## src/rtl/tagged_word_stream_monitor_unit_macros.svh

```systemverilog
// Assertion macros for the tagged word stream monitor.
// Used by the top level; needs clk and rst_n in scope.
`ifndef TAGGED_WORD_STREAM_MONITOR_UNIT_MACROS_SVH
`define TAGGED_WORD_STREAM_MONITOR_UNIT_MACROS_SVH

// cond must hold at every edge outside reset
`define TWSM_ASSERT_ALWAYS(label, cond, msg) \
  label: assert property (@(posedge clk) disable iff (!rst_n) (cond)) else $error(msg);

// conseq must hold in the cycle after trig
`define TWSM_ASSERT_NEXT(label, trig, conseq, msg) \
  label: assert property (@(posedge clk) disable iff (!rst_n) (trig) |=> (conseq)) \
    else $error(msg);

`endif

```

## src/rtl/twsm_pkg.sv

```systemverilog
// Shared types and constants for the tagged word stream monitor.
// No dependencies.
package twsm_pkg;

  localparam int COUNT_BITS = 32;   // internal counter width, 16..64
  localparam int OUT_CNT_W  = 32;
  localparam int WORD_W     = 16;
  localparam int CFG_IDX_W  = 2;

  typedef logic [COUNT_BITS-1:0] cnt_t;
  typedef logic [WORD_W-1:0]     word_t;
  typedef logic [OUT_CNT_W-1:0]  out_cnt_t;
  typedef logic [CFG_IDX_W-1:0]  cfg_idx_t;

  localparam word_t END_OF_EVENT  = 16'hFFFF;
  localparam word_t MATCH_ID_RST  = 16'h8001;
  localparam word_t RANGE_LO_RST  = 16'd1;
  localparam word_t RANGE_HI_RST  = 16'd8191;
  localparam word_t MIN_VALUE_RST = 16'hFFFF;

  localparam cfg_idx_t REG_MATCH_ID   = 2'd0;
  localparam cfg_idx_t REG_RANGE_LOW  = 2'd1;
  localparam cfg_idx_t REG_RANGE_HIGH = 2'd2;

  // one classified item, front to back
  typedef struct packed {
    logic  end_of_event;
    logic  id_match;
    logic  in_range;
    logic  buffer_start;
    word_t value;
  } twsm_rec_t;

endpackage

```

## src/rtl/twsm_front.sv

```systemverilog
// Front end: configuration registers and item classification.
// Depends on twsm_pkg.
module twsm_front (
  input  logic                     clk,
  input  logic                     rst_n,
  input  logic                     cfg_valid,
  output logic                     cfg_ready,
  input  twsm_pkg::cfg_idx_t       cfg_index,
  input  twsm_pkg::word_t          cfg_data,
  input  logic                     in_valid,
  output logic                     in_ready,
  input  twsm_pkg::word_t          in_id_word,
  input  twsm_pkg::word_t          in_value_word,
  input  logic                     in_buffer_start,
  output logic                     push_valid,
  input  logic                     push_ready,
  output twsm_pkg::twsm_rec_t      push_rec
);
  import twsm_pkg::*;

  word_t match_id_r;
  word_t range_low_r;
  word_t range_high_r;

  assign cfg_ready = 1'b1;

  always_ff @(posedge clk) begin
    if (!rst_n) begin
      match_id_r   <= MATCH_ID_RST;
      range_low_r  <= RANGE_LO_RST;
      range_high_r <= RANGE_HI_RST;
    end else if (cfg_valid) begin
      case (cfg_index)
        REG_MATCH_ID:   match_id_r   <= cfg_data;
        REG_RANGE_LOW:  range_low_r  <= cfg_data;
        REG_RANGE_HIGH: range_high_r <= cfg_data;
        default: ;  // unmapped index, write dropped
      endcase
    end
  end

  assign in_ready   = push_ready;
  assign push_valid = in_valid;

  always_comb begin
    push_rec.end_of_event = (in_id_word == END_OF_EVENT);
    push_rec.id_match     = (in_id_word == match_id_r);
    push_rec.in_range     = (in_value_word >= range_low_r) &&
                            (in_value_word <= range_high_r);
    push_rec.buffer_start = in_buffer_start;
    push_rec.value        = in_value_word;
  end

endmodule

```

## src/rtl/twsm_queue.sv

```systemverilog
// Two-entry queue of classified items between front and back.
// Depends on twsm_pkg.
module twsm_queue (
  input  logic                 clk,
  input  logic                 rst_n,
  input  logic                 push_valid,
  output logic                 push_ready,
  input  twsm_pkg::twsm_rec_t  push_rec,
  output logic                 pop_valid,
  input  logic                 pop_ready,
  output twsm_pkg::twsm_rec_t  pop_rec
);
  import twsm_pkg::*;

  twsm_rec_t  entry0_r;
  twsm_rec_t  entry1_r;
  logic       wr_ptr_r, wr_ptr_nxt;
  logic       rd_ptr_r, rd_ptr_nxt;
  logic [1:0] count_r, count_nxt;
  logic       do_push, do_pop;

  assign push_ready = (count_r != 2'd2);
  assign pop_valid  = (count_r != 2'd0);
  assign do_push    = push_valid && push_ready;
  assign do_pop     = pop_valid && pop_ready;
  assign pop_rec    = rd_ptr_r ? entry1_r : entry0_r;

  always_comb begin
    wr_ptr_nxt = do_push ? ~wr_ptr_r : wr_ptr_r;
    rd_ptr_nxt = do_pop  ? ~rd_ptr_r : rd_ptr_r;
    count_nxt  = count_r + {1'b0, do_push} - {1'b0, do_pop};
  end

  always_ff @(posedge clk) begin
    if (!rst_n) begin
      wr_ptr_r <= 1'b0;
      rd_ptr_r <= 1'b0;
      count_r  <= 2'd0;
    end else begin
      wr_ptr_r <= wr_ptr_nxt;
      rd_ptr_r <= rd_ptr_nxt;
      count_r  <= count_nxt;
    end
  end

  always_ff @(posedge clk) begin
    if (do_push && !wr_ptr_r) entry0_r <= push_rec;
    if (do_push &&  wr_ptr_r) entry1_r <= push_rec;
  end

endmodule

```

## src/rtl/twsm_back.sv

```systemverilog
// Back end: statistics counters and the result register.
// Depends on twsm_pkg.
module twsm_back (
  input  logic                 clk,
  input  logic                 rst_n,
  input  logic                 pop_valid,
  output logic                 pop_ready,
  input  twsm_pkg::twsm_rec_t  pop_rec,
  output logic                 out_valid,
  input  logic                 out_ready,
  output twsm_pkg::out_cnt_t   out_events_seen,
  output twsm_pkg::out_cnt_t   out_id_matches,
  output twsm_pkg::out_cnt_t   out_in_range_matches,
  output twsm_pkg::word_t      out_min_value,
  output twsm_pkg::word_t      out_max_value,
  output twsm_pkg::word_t      out_most_per_event,
  output twsm_pkg::out_cnt_t   out_duplicate_events
);
  import twsm_pkg::*;

  function automatic cnt_t sat_inc(input cnt_t v);
    sat_inc = (v == '1) ? v : v + cnt_t'(1);
  endfunction

  logic  out_valid_r, out_valid_nxt;
  cnt_t  event_cnt_r, event_cnt_nxt;
  cnt_t  match_cnt_r, match_cnt_nxt;
  cnt_t  range_cnt_r, range_cnt_nxt;
  cnt_t  dup_cnt_r, dup_cnt_nxt;
  word_t min_r, min_nxt;
  word_t max_r, max_nxt;
  word_t cur_r, cur_nxt;
  word_t peak_r, peak_nxt;
  word_t cur_start;
  logic  do_pop;

  // stats only move on a pop, so they always equal the shown snapshot
  assign pop_ready = !out_valid_r || out_ready;
  assign do_pop    = pop_valid && pop_ready;

  always_comb begin
    event_cnt_nxt = event_cnt_r;
    match_cnt_nxt = match_cnt_r;
    range_cnt_nxt = range_cnt_r;
    dup_cnt_nxt   = dup_cnt_r;
    min_nxt       = min_r;
    max_nxt       = max_r;
    peak_nxt      = peak_r;
    cur_start     = pop_rec.buffer_start ? '0 : cur_r;
    cur_nxt       = cur_start;
    out_valid_nxt = out_valid_r && !out_ready;
    if (do_pop) begin
      out_valid_nxt = 1'b1;
      if (pop_rec.end_of_event) begin
        event_cnt_nxt = sat_inc(event_cnt_r);
        if (cur_start > peak_r) peak_nxt = cur_start;
        if (cur_start > word_t'(1)) dup_cnt_nxt = sat_inc(dup_cnt_r);
        cur_nxt = '0;
      end
      // a delimiter equal to match_id also opens the next event
      if (pop_rec.id_match) begin
        if (cur_nxt != '1) cur_nxt = cur_nxt + word_t'(1);
        if (pop_rec.in_range) range_cnt_nxt = sat_inc(range_cnt_r);
        if (pop_rec.value < min_r) min_nxt = pop_rec.value;
        if (pop_rec.value > max_r) max_nxt = pop_rec.value;
        match_cnt_nxt = sat_inc(match_cnt_r);
      end
    end else begin
      cur_nxt = cur_r;
    end
  end

  always_ff @(posedge clk) begin
    if (!rst_n) begin
      out_valid_r <= 1'b0;
      event_cnt_r <= '0;
      match_cnt_r <= '0;
      range_cnt_r <= '0;
      dup_cnt_r   <= '0;
      min_r       <= MIN_VALUE_RST;
      max_r       <= '0;
      cur_r       <= '0;
      peak_r      <= '0;
    end else begin
      out_valid_r <= out_valid_nxt;
      event_cnt_r <= event_cnt_nxt;
      match_cnt_r <= match_cnt_nxt;
      range_cnt_r <= range_cnt_nxt;
      dup_cnt_r   <= dup_cnt_nxt;
      min_r       <= min_nxt;
      max_r       <= max_nxt;
      cur_r       <= cur_nxt;
      peak_r      <= peak_nxt;
    end
  end

  assign out_valid            = out_valid_r;
  assign out_events_seen      = out_cnt_t'(event_cnt_r);
  assign out_id_matches       = out_cnt_t'(match_cnt_r);
  assign out_in_range_matches = out_cnt_t'(range_cnt_r);
  assign out_duplicate_events = out_cnt_t'(dup_cnt_r);
  assign out_min_value        = min_r;
  assign out_max_value        = max_r;
  assign out_most_per_event   = peak_r;

endmodule

```

## src/rtl/tagged_word_stream_monitor_unit.sv

```systemverilog
// Top level of the tagged word stream monitor.
// Depends on twsm_pkg, twsm_front, twsm_queue, twsm_back and the macros header.
//
// Takes one (id, value) pair per item and returns one statistics snapshot per
// item. Sustained rate is one item per clock while out_ready stays high. An
// accepted item waits in the two-entry queue until the back end takes it; the
// back end then folds it into its counters, and the same edge loads the result
// register. The front end classifies the pair against the configuration
// registers; the back end updates its counters for each item that it takes.
// in_ready drops only when the queue holds two items, which happens when the
// result register is stalled.
// Configuration writes are always taken (cfg_ready is tied high); write only
// while no item is in flight. Indexes beyond range_high are ignored.
module tagged_word_stream_monitor_unit (
  input  logic                clk,
  input  logic                rst_n,
  input  logic                cfg_valid,
  output logic                cfg_ready,
  input  twsm_pkg::cfg_idx_t  cfg_index,
  input  twsm_pkg::word_t     cfg_data,
  input  logic                in_valid,
  output logic                in_ready,
  input  twsm_pkg::word_t     in_id_word,
  input  twsm_pkg::word_t     in_value_word,
  input  logic                in_buffer_start,
  output logic                out_valid,
  input  logic                out_ready,
  output twsm_pkg::out_cnt_t  out_events_seen,
  output twsm_pkg::out_cnt_t  out_id_matches,
  output twsm_pkg::out_cnt_t  out_in_range_matches,
  output twsm_pkg::word_t     out_min_value,
  output twsm_pkg::word_t     out_max_value,
  output twsm_pkg::word_t     out_most_per_event,
  output twsm_pkg::out_cnt_t  out_duplicate_events
);
  import twsm_pkg::*;

  `include "tagged_word_stream_monitor_unit_macros.svh"

  logic      push_valid, push_ready;
  twsm_rec_t push_rec;
  logic      pop_valid, pop_ready;
  twsm_rec_t pop_rec;

  twsm_front u_front (
    .clk             (clk),
    .rst_n           (rst_n),
    .cfg_valid       (cfg_valid),
    .cfg_ready       (cfg_ready),
    .cfg_index       (cfg_index),
    .cfg_data        (cfg_data),
    .in_valid        (in_valid),
    .in_ready        (in_ready),
    .in_id_word      (in_id_word),
    .in_value_word   (in_value_word),
    .in_buffer_start (in_buffer_start),
    .push_valid      (push_valid),
    .push_ready      (push_ready),
    .push_rec        (push_rec)
  );

  twsm_queue u_queue (
    .clk        (clk),
    .rst_n      (rst_n),
    .push_valid (push_valid),
    .push_ready (push_ready),
    .push_rec   (push_rec),
    .pop_valid  (pop_valid),
    .pop_ready  (pop_ready),
    .pop_rec    (pop_rec)
  );

  twsm_back u_back (
    .clk                  (clk),
    .rst_n                (rst_n),
    .pop_valid            (pop_valid),
    .pop_ready            (pop_ready),
    .pop_rec              (pop_rec),
    .out_valid            (out_valid),
    .out_ready            (out_ready),
    .out_events_seen      (out_events_seen),
    .out_id_matches       (out_id_matches),
    .out_in_range_matches (out_in_range_matches),
    .out_min_value        (out_min_value),
    .out_max_value        (out_max_value),
    .out_most_per_event   (out_most_per_event),
    .out_duplicate_events (out_duplicate_events)
  );

  // an accepted item is held in the queue until the back end takes it
  `TWSM_ASSERT_NEXT(a_accept_queued, in_valid && in_ready, pop_valid,
                    "accepted item not queued")
  // every item taken by the back end shows a result next cycle
  `TWSM_ASSERT_NEXT(a_pop_shows, pop_valid && pop_ready, out_valid,
                    "popped item has no result")
  // once any match is counted, min and max are ordered
  `TWSM_ASSERT_ALWAYS(a_min_le_max,
                      (out_id_matches == '0) || (out_min_value <= out_max_value),
                      "min above max after a match")
  // with no match yet, min and max keep their reset values
  `TWSM_ASSERT_ALWAYS(a_no_match_ext,
                      (out_id_matches != '0) ||
                      ((out_min_value == MIN_VALUE_RST) && (out_max_value == '0)),
                      "min or max moved without a match")

endmodule

```

## config.mk

```make
export PLATFORM = sky130hd
export DESIGN_NAME = tagged_word_stream_monitor_unit
export DESIGN_NICKNAME = d
export VERILOG_FILES = /design/src/rtl/twsm_pkg.sv /design/src/rtl/twsm_front.sv /design/src/rtl/twsm_queue.sv /design/src/rtl/twsm_back.sv /design/src/rtl/tagged_word_stream_monitor_unit.sv
export VERILOG_INCLUDE_DIRS = /design/src /design/src/rtl
export SDC_FILE = /design/constraint.sdc
export NUM_CORES = 1
export LEC_CHECK = 0
export BUFFER_PORTS_ARGS = -buffer_cell sky130_fd_sc_hd__buf_4
export CORE_MARGIN = 2
export CORE_UTILIZATION = 40
export DETAILED_ROUTE_END_ITERATION = 8
export GPL_TIMING_DRIVEN = 0
export SLEW_MARGIN = 20
export SYNTH_ARGS = -nofsm -noshare
export SYNTH_HDL_FRONTEND = slang
export SYNTH_SLANG_ARGS = --single-unit
export TNS_END_PERCENT = 30
```

## constraint.sdc

```tcl
create_clock -name clk -period 4 [get_ports clk]
set_input_delay 0 -clock clk [delete_from_list [all_inputs] [get_ports clk]]
set_output_delay 0 -clock clk [all_outputs]
set_load 0.05 [all_outputs]
```

==> results.cfg, run 1 <==
[timing]
tightest_slew_ns = 1.08
fmax_mhz = 274
min_period_ns = 3.65
fin_skew_ns = 0.0196
hold_viol = 0
rsz0062_at_grt = false
timing.hold.ws_ns = 0.00915
finalCritPeriodShare_pct = 91.2
slew_violations = 0
fin_tns_setup_ns = 0
setup_violations = 0
maxSlewHeadroom_pct = 27.6

[clock_network]
cts_tree = done
cts_root_buf = clkbuf_16
cts_buffer_depth = 3
clk_pin_slew_ns = 0.06
cts_max_level = 2
postCtsSetupBuffers = 0
cts.sinks = 285
insertion_delay_ns = 0.52
cts-buffers-inserted = 35

[cells_and_area]
register_area_sq_um = 6110
area_growth_pct = 26.5
drive_above_1_share_pct = 16.9
num-fill-cells = 3623
nets = 2140
multiInputGateArea_sq_um = 8360

[logic_synthesis]
yosys_warnings = 0
syn_inst = 1688
ys_types = 78
synth_seq_cells = 285
synth_edf_count = 40
synth_area_per_cell_sq_um = 8.97
synth_top_cell_by_area = dfxtp_1
post-synth-top-count-cell = dfxtp_1
synth_ff_type = dfxtp_1
synth.top_cell.area_share_pct = 32.4
synth.cells.most_frequent = dfxtp_1, nand2_1, and2_1, inv_1, ha_1
ys_seq_area_share_pct = 40.3
synth_nets = 1829
yosys-top-cells-area = dfxtp_1, edfxtp_1, ha_1
async_reset_ff_share_pct = 0
synth_area_sq_um = 15100

[floorplanning]
die_area_sq_um = 39400
coreArea_sq_um = 37500
rows = 71
die_w_um = 199
start_util_pct = 40.4
die_y_um = 199
io-pin-count = 235

[placed_design]
place_congestion = 0.896
hpwl_um = 33500
io_buffers = 232

[power_and_ir_drop]
pwr-share-comb_pct = 26.2
powerDensity_nw_per_um2 = 462
power_switching_share_pct = 32.3
p_leak_uw = 0.00799
seqPwrFrac_pct = 36.4
power_uw = 8850
netSwitchingPower_uw = 2850
p_clk_share_pct = 37.4
p_int_uw = 6000
peakVddDrop_mv = 0.390

[worst_setup_path]
end_kind = register
r2r-end = u_back.out_max_value[8]
regToRegStartpoint = u_queue.rd_ptr_r
cp_cell_sequence = buf_4, buf_4, clkbuf_2, mux2_2, ha_1, nand4_1, or4_1, o21ai_0, clkbuf_1, o21ai_0, o311a_1
crit_type = register to register
path_max_fanout = 10
cp_slowest_cell = or4_1
r2r_cells = 11
crit_path_start = u_queue.rd_ptr_r
ff2ff_setup_slack_ns = 0.35
slowest_delay_ns = 0.54
start_kind = register
cp.arrival_ns = 4.04
required_ns = 4.39

[global_routing]
antenna_found_initial = 1
grt_use_total_pct = 22.0
grt_max_degree = 21
gr-total-overflow = 0
grt_pass1_vias = 12700
grt_pass1_wl_um = 69200

[hold_path]
hold_path_class = input port to register
holdPathEnd = u_back.cur_r[4]
min_delay_path_depth = 3
hold_start = rst_n

[detailed_routing]
drt.antenna.violating_nets = 0
vias_per_cell = 5.33
wire_per_inst_um = 17.5
drt_iter0_drc = 752
first_pass_iters = 5
totalWireLength_um = 44400
drc = 0
vias = 13500

[flow_run]
drv_cap = 0

[outcome]
status = finished, final reports clean
[worst max path at each step]
stage / end / slack [ns] / cells after the start
finish: u_back.out_max_value[8] / 0.35 / 11
global route: u_back.out_max_value[11] / 0.12 / 11
CTS: u_back.out_max_value[8] / 0.10 / 11
detailed placement: u_back.out_max_value[8] / 0.13 / 11
global placement: u_back.out_max_value[2] / 0.17 / 11
floorplan: u_back.out_max_value[15] / 0.81 / 11
[sequential cells by signal, indices dropped and copies added (netlist names), 16 cells and up]
| register | flops |
|---|---|
| u_back.out_events_seen | 32 |
| u_back.out_min_value | 16 |
| u_back.cur_r | 16 |
| u_back.out_duplicate_events | 32 |
| u_back.out_max_value | 16 |
| u_queue.entry1_r | 20 |
| u_front.match_id_r | 16 |
| u_back.out_most_per_event | 16 |
| u_front.range_low_r | 16 |
| u_back.out_in_range_matches | 32 |
| u_front.range_high_r | 16 |
| u_queue.entry0_r | 20 |
| u_back.out_id_matches | 32 |
[through the flow]
step                setup slack, ns  instances  cell area, sq um  utilization [%]
global placement              0.170       2431             17500             46.7
finish                        0.352       2535             19200             51.1
detailed placement            0.131       2432             17500             46.8
floorplan                     0.807       1688             15100                -
global route                  0.120       2535             19200             51.1
CTS                           0.100       2534             19200             51.1
[critical path, delay by kind of cell, from the launching register on]
family | cells | cell delay, ns
buf+inv | 4 | 1.10
compound gates | 3 | 0.72
simple gates | 2 | 0.67
mux | 1 | 0.43
flops | 1 | 0.30
fa+ha+maj | 1 | 0.30
[layout make-up]
cell class / count / share of cell area, %
timing repair buffer: 274 / 11.3
buffer: 78 / 1.70
clock buffer: 47 / 5.24
tap: 511 / 3.34
antenna: 1 / 0.0131
multi-input combinational: 1230 / 43.6
sequential: 285 / 31.9
clock inverter: 14 / 1.03
inverter: 95 / 1.86
[logic make-up after synthesis]
group | Yosys count | share of synthesized area [%]
XOR/XNOR | 118 | 6.83
buffers and inverters | 173 | 4.50
adder cells (fa/ha/maj) | 85 | 7.02
AND/OR/NAND/NOR | 699 | 25.3
AO/OA/AOI/OAI | 279 | 12.6
other | 1 | 0.0248
flip-flops | 285 | 40.3
multiplexers | 48 | 3.36
[what timing repair did]
item,CTS,global route
resized for setup,0,1
hold endpoints to repair,89,0
endpoints found under the setup margin,0,25
hold buffers,41,0
[metal layers]
metal,up-vias,global-route usage [%],share of wire [%]
met5,-,0,0
met4,0,6.14,2.4
met3,70,3.27,5.0
met2,348,37.3,48
met1,6453,29.1,45
li1,6640,-,-
[power groups by stage]
| stage | Combinational, uW | Sequential (uW) | Clock, uW |
|---|---|---|---|
| floorplan | 1320 | 3520 | 0 |
| global route | 2540 | 3240 | 3490 |
| CTS | 2320 | 3220 | 3370 |
| global placement | 2230 | 3280 | 0 |
| finish | 2320 | 3220 | 3310 |
| detailed placement | 2270 | 3280 | 0 |
[layout by cell type, fill, tap and decap left out, types with 54 or more instances in the layout]
cell type and instances:
a21boi_0 54, and2_1 114, buf_4 235, clkbuf_1 74
dfxtp_1 245, ha_1 85, inv_1 94, nand2_1 206
nand3_1 67, nand4_1 67, nor3_1 57, o21ai_0 72
xnor2_1 63, xor2_1 55
No activity file was read; power rests on OpenSTA's default activity.
==> run 2: changes to the inputs <==
- CORE_ASPECT_RATIO: default -> 0.6
==> results.cfg, run 2 (synthesized netlist as in run 1, its figures left out) <==
[outcome]
status = finished, final reports clean

[cells_and_area]
diodes = 0
nets = 2141
fin_util_pct = 50.7
final_common_cell = dfxtp_1
final_cell_mix = dfxtp_1, buf_4, nand2_1
register_area_sq_um = 6110
num-fill-cells = 3518
stdcell_area_sq_um = 19000
multiInputGateArea_sq_um = 8370
drive_above_1_share_pct = 16.4
area_growth_pct = 25.5

[detailed_routing]
drt_iter0_drc = 952
drc = 0
wire_per_inst_um = 18.2
vias_per_cell = 5.39
totalWireLength_um = 46200
first_pass_iters = 5
drt.antenna.violating_nets = 0
vias = 13700

[floorplanning]
io-pin-count = 235
rows = 55
coreArea_sq_um = 37500
die_area_sq_um = 39500
start_util_pct = 40.4
die_y_um = 155
die_w_um = 255

[timing]
slew_violations = 0
fin_skew_ns = 0.0108
setup_violations = 0
rsz0062_at_grt = false
fmax_mhz = 274
maxSlewHeadroom_pct = 37.3
hold_viol = 0
fin_tns_setup_ns = 0
tightest_slew_ns = 0.914
finalCritPeriodShare_pct = 91.3
worst_slack_ns = 0.349
min_period_ns = 3.65

[global_routing]
grt_pass1_vias = 12600
gr-total-overflow = 0
grt_use_total_pct = 23.0
antenna_found_initial = 0
grt_pass1_wl_um = 71800
grt_max_degree = 21

[power_and_ir_drop]
powerDensity_nw_per_um2 = 445
peakVddDrop_mv = 0.299
p_leak_uw = 0.00791

[placed_design]
post_dp_cell_area_sq_um = 17500
hpwl_um = 34800
place_congestion = 0.890
dp_slack_ns = 0.209
io_buffers = 232

[clock_network]
cts_buffer_depth = 3
cts_root_buf = clkbuf_16
cts-buffers-inserted = 30
cts_max_level = 1
cts.sinks = 285
clk_pin_slew_ns = 0.06
cts_tree = done
insertion_delay_ns = 0.58

[worst_setup_path]
end_kind = register
cp.arrival_ns = 4.15
crit_type = register to register
start_kind = register
required_ns = 4.50
path_max_fanout = 10

[hold_path]
hold_path_class = input port to register

[flow_run]
drv_cap = 0
run 2: changes by cell type in the layout (fill, tap and decap cells not counted), sizes merged:
cell | previous run | this run
dlygate4sd3 | 41 | 48
clkinv | 8 | 4
bufinv | 5 | 3
clkbuf | 116 | 114
clkinvlp | 2 | 0
diode | 1 | 0
run 2: repair_timing:
action,CTS,global route
buffers inserted,0,0
hold buffers,48,0
resized for setup,0,2
endpoints found under the setup margin,0,36
endpoints found under the hold margin,103,0
run 2: worst max-delay path, cell delays in order, from the launching register on:
cell	delay, ns
dfxtp_1	0.31
buf_4	0.15
mux2i_2	0.42
clkbuf_1	0.41
and2_1	0.31
ha_1	0.28
and4_1	0.19
or4b_4	0.23
a211oi_1	0.04
or4b_1	0.60
o311ai_4	0.20
buf_6	0.24
mux2i_1	0.19
run 2: per-stage QoR:
step	power, uW	std cells	hold WS, ns
floorplan	4840	1688	0.0989
global placement	5550	2433	0.188
detailed placement	5590	2434	0.190
CTS	8500	2534	0.172
global route	8880	2533	0.187
finish	8460	2533	0.187
run 2: area by class of cell:
class                      instances  area share [%]
clock inverter                     6           0.553
inverter                          95            1.88
sequential                       285            32.1
multi-input combinational       1230            44.0
tap                              513            3.38
buffer                            77            1.69
clock buffer                      46            4.60
timing repair buffer             281            11.8
run 2: path summary, 6_finish.rpt:
path	from	to	slack, ns	cells past startpoint
max	u_queue.rd_ptr_r	u_back.out_most_per_event[6]	0.35	12
min	in_value_word[0]	u_queue.entry1_r[0]	0.19	2
max reg2reg	u_queue.rd_ptr_r	u_back.out_most_per_event[6]	0.35	12
min reg2reg	u_front.range_low_r[13]	u_front.range_low_r[13]	0.47	2
run 2: routing by layer:
metal / GRT usage (%) / up-vias / part of all wire (%)
met5: 0 / - / 0
met4: 6.68 / 0 / 3.2
met3: 3.64 / 87 / 5.8
met2: 31.9 / 390 / 40
met1: 36.1 / 6559 / 51
li1: - / 6624 / -
run 2: report_power, final:
part	leakage [uW]	internal, uW	switching (uW)
sequential	0.00236	3100	118
combinational	0.00507	823	1560
clock	0.000481	1680	1180
total	0.00791	5600	2860
==> run 3: changes to the inputs <==
- CTS_BUF_LIST: default -> sky130_fd_sc_hd__clkbuf_8
==> results.cfg, run 3 (synthesized netlist as in run 1, its figures left out) <==
[outcome]
status = finished, final reports clean

[cells_and_area]
num-fill-cells = 3570
area_growth_pct = 25.3
drive_above_1_share_pct = 17.3
fin_cells = 2564
stdcell_area_sq_um = 19000
final_common_cell = dfxtp_1
nets = 2163
final_cell_mix = dfxtp_1, buf_4, nand2_1
diodes = 0

[placed_design]
post_dp_cell_area_sq_um = 17500
place_inst = 2434
hpwl_um = 34800
dp_slack_ns = 0.209
place_congestion = 0.890
io_buffers = 232

[worst_setup_path]
path_max_fanout = 10
crit_type = register to register
start_kind = register
regToRegStartpoint = u_queue.rd_ptr_r
cp.arrival_ns = 4.19
required_ns = 4.50
end_kind = register
crit_path_start = u_queue.rd_ptr_r
ff2ff_setup_slack_ns = 0.31

[power_and_ir_drop]
powerDensity_nw_per_um2 = 433
peakVddDrop_mv = 0.215
p_leak_uw = 0.00797

[timing]
min_period_ns = 3.69
timing.hold.ws_ns = 0.147
setup_violations = 0
fmax_mhz = 271
slew_violations = 0
tightest_slew_ns = 0.993
rsz0062_at_grt = false
finalCritPeriodShare_pct = 92.2
maxSlewHeadroom_pct = 33.8
worst_slack_ns = 0.311
fin_skew_ns = 0.0358
fin_tns_setup_ns = 0
hold_viol = 0

[floorplanning]
rows = 55
die_area_sq_um = 39500
die_y_um = 155
coreArea_sq_um = 37500
die_w_um = 255
start_util_pct = 40.4
io-pin-count = 235

[clock_network]
cts.sinks = 285
cts_tree = done
clk_pin_slew_ns = 0.07
cts_buffer_depth = 3
cts_root_buf = clkbuf_8
insertion_delay_ns = 0.61
cts_max_level = 2
postCtsSetupBuffers = 0
cts-buffers-inserted = 48

[detailed_routing]
totalWireLength_um = 46400
drt_iter0_drc = 917
drc = 0
wire_per_inst_um = 18.1
drt.antenna.violating_nets = 0
first_pass_iters = 5
vias = 13700
vias_per_cell = 5.35

[global_routing]
grt_max_degree = 21
antenna_found_initial = 0
gr-total-overflow = 0
grt_pass1_vias = 12800
grt_use_total_pct = 23.3
grt_pass1_wl_um = 72200

[flow_run]
drv_cap = 0

[hold_path]
hold_start = in_value_word[0]
hold_path_class = input port to register
-- run 3: repair_timing --
action | CTS | global route
gates resized for setup | 0 | 3
hold endpoints to repair | 103 | 0
setup endpoints to repair | 0 | 37
hold buffers | 51 | 0
-- run 3: power breakdown --
group	switching, uW	leakage (uW)	internal, uW	total (uW)
sequential	118	0.00236	3100	3220
combinational	1570	0.00509	827	2400
clock	1250	0.000518	1340	2600
total	2940	0.00797	5270	8210
-- run 3: area by class of cell --
class | instances | area [sq um] | area share, %
multi-input cells | 1230 | 8370 | 44.1
flip-flops and latches | 285 | 6110 | 32.2
repair buffers | 284 | 2260 | 11.9
clock buffers | 56 | 771 | 4.06
well taps | 513 | 642 | 3.38
inverters | 95 | 357 | 1.88
plain buffers | 78 | 325 | 1.71
clock inverters | 23 | 148 | 0.778
-- run 3: stage by stage --
step,utilization [%],total power [uW]
finish,50.6,8210
CTS,50.6,8260
global placement,46.7,5550
global route,50.6,8660
detailed placement,46.8,5590
floorplan,-,4840
-- run 3: critical path, cell delays in order, from the launching register on --
cell and delay (ns):
dfxtp_1 0.31, buf_4 0.15, mux2i_2 0.42, clkbuf_1 0.42, and2_1 0.31, ha_1 0.27
and4_1 0.19, or4b_4 0.23, a211oi_1 0.04, or4b_1 0.60, o311ai_4 0.19, buf_6 0.24
mux2i_1 0.19
-- run 3: path summary, 6_finish.rpt --
check             cells after the start                      endpoint
setup / recovery                     12  u_back.out_most_per_event[6]
hold / removal                        2           u_queue.entry1_r[0]
setup reg to reg                     12  u_back.out_most_per_event[6]
hold reg to reg                       2       u_front.range_low_r[13]
-- run 3: metal layers --
layer | vias up | global-route usage (%) | part of all wire (%)
met5 | - | 0 | 0
met3 | 79 | 4.17 | 6.0
li1 | 6666 | - | -
met2 | 410 | 32.2 | 40
met1 | 6566 | 36.1 | 51
met4 | 0 | 6.93 | 2.8
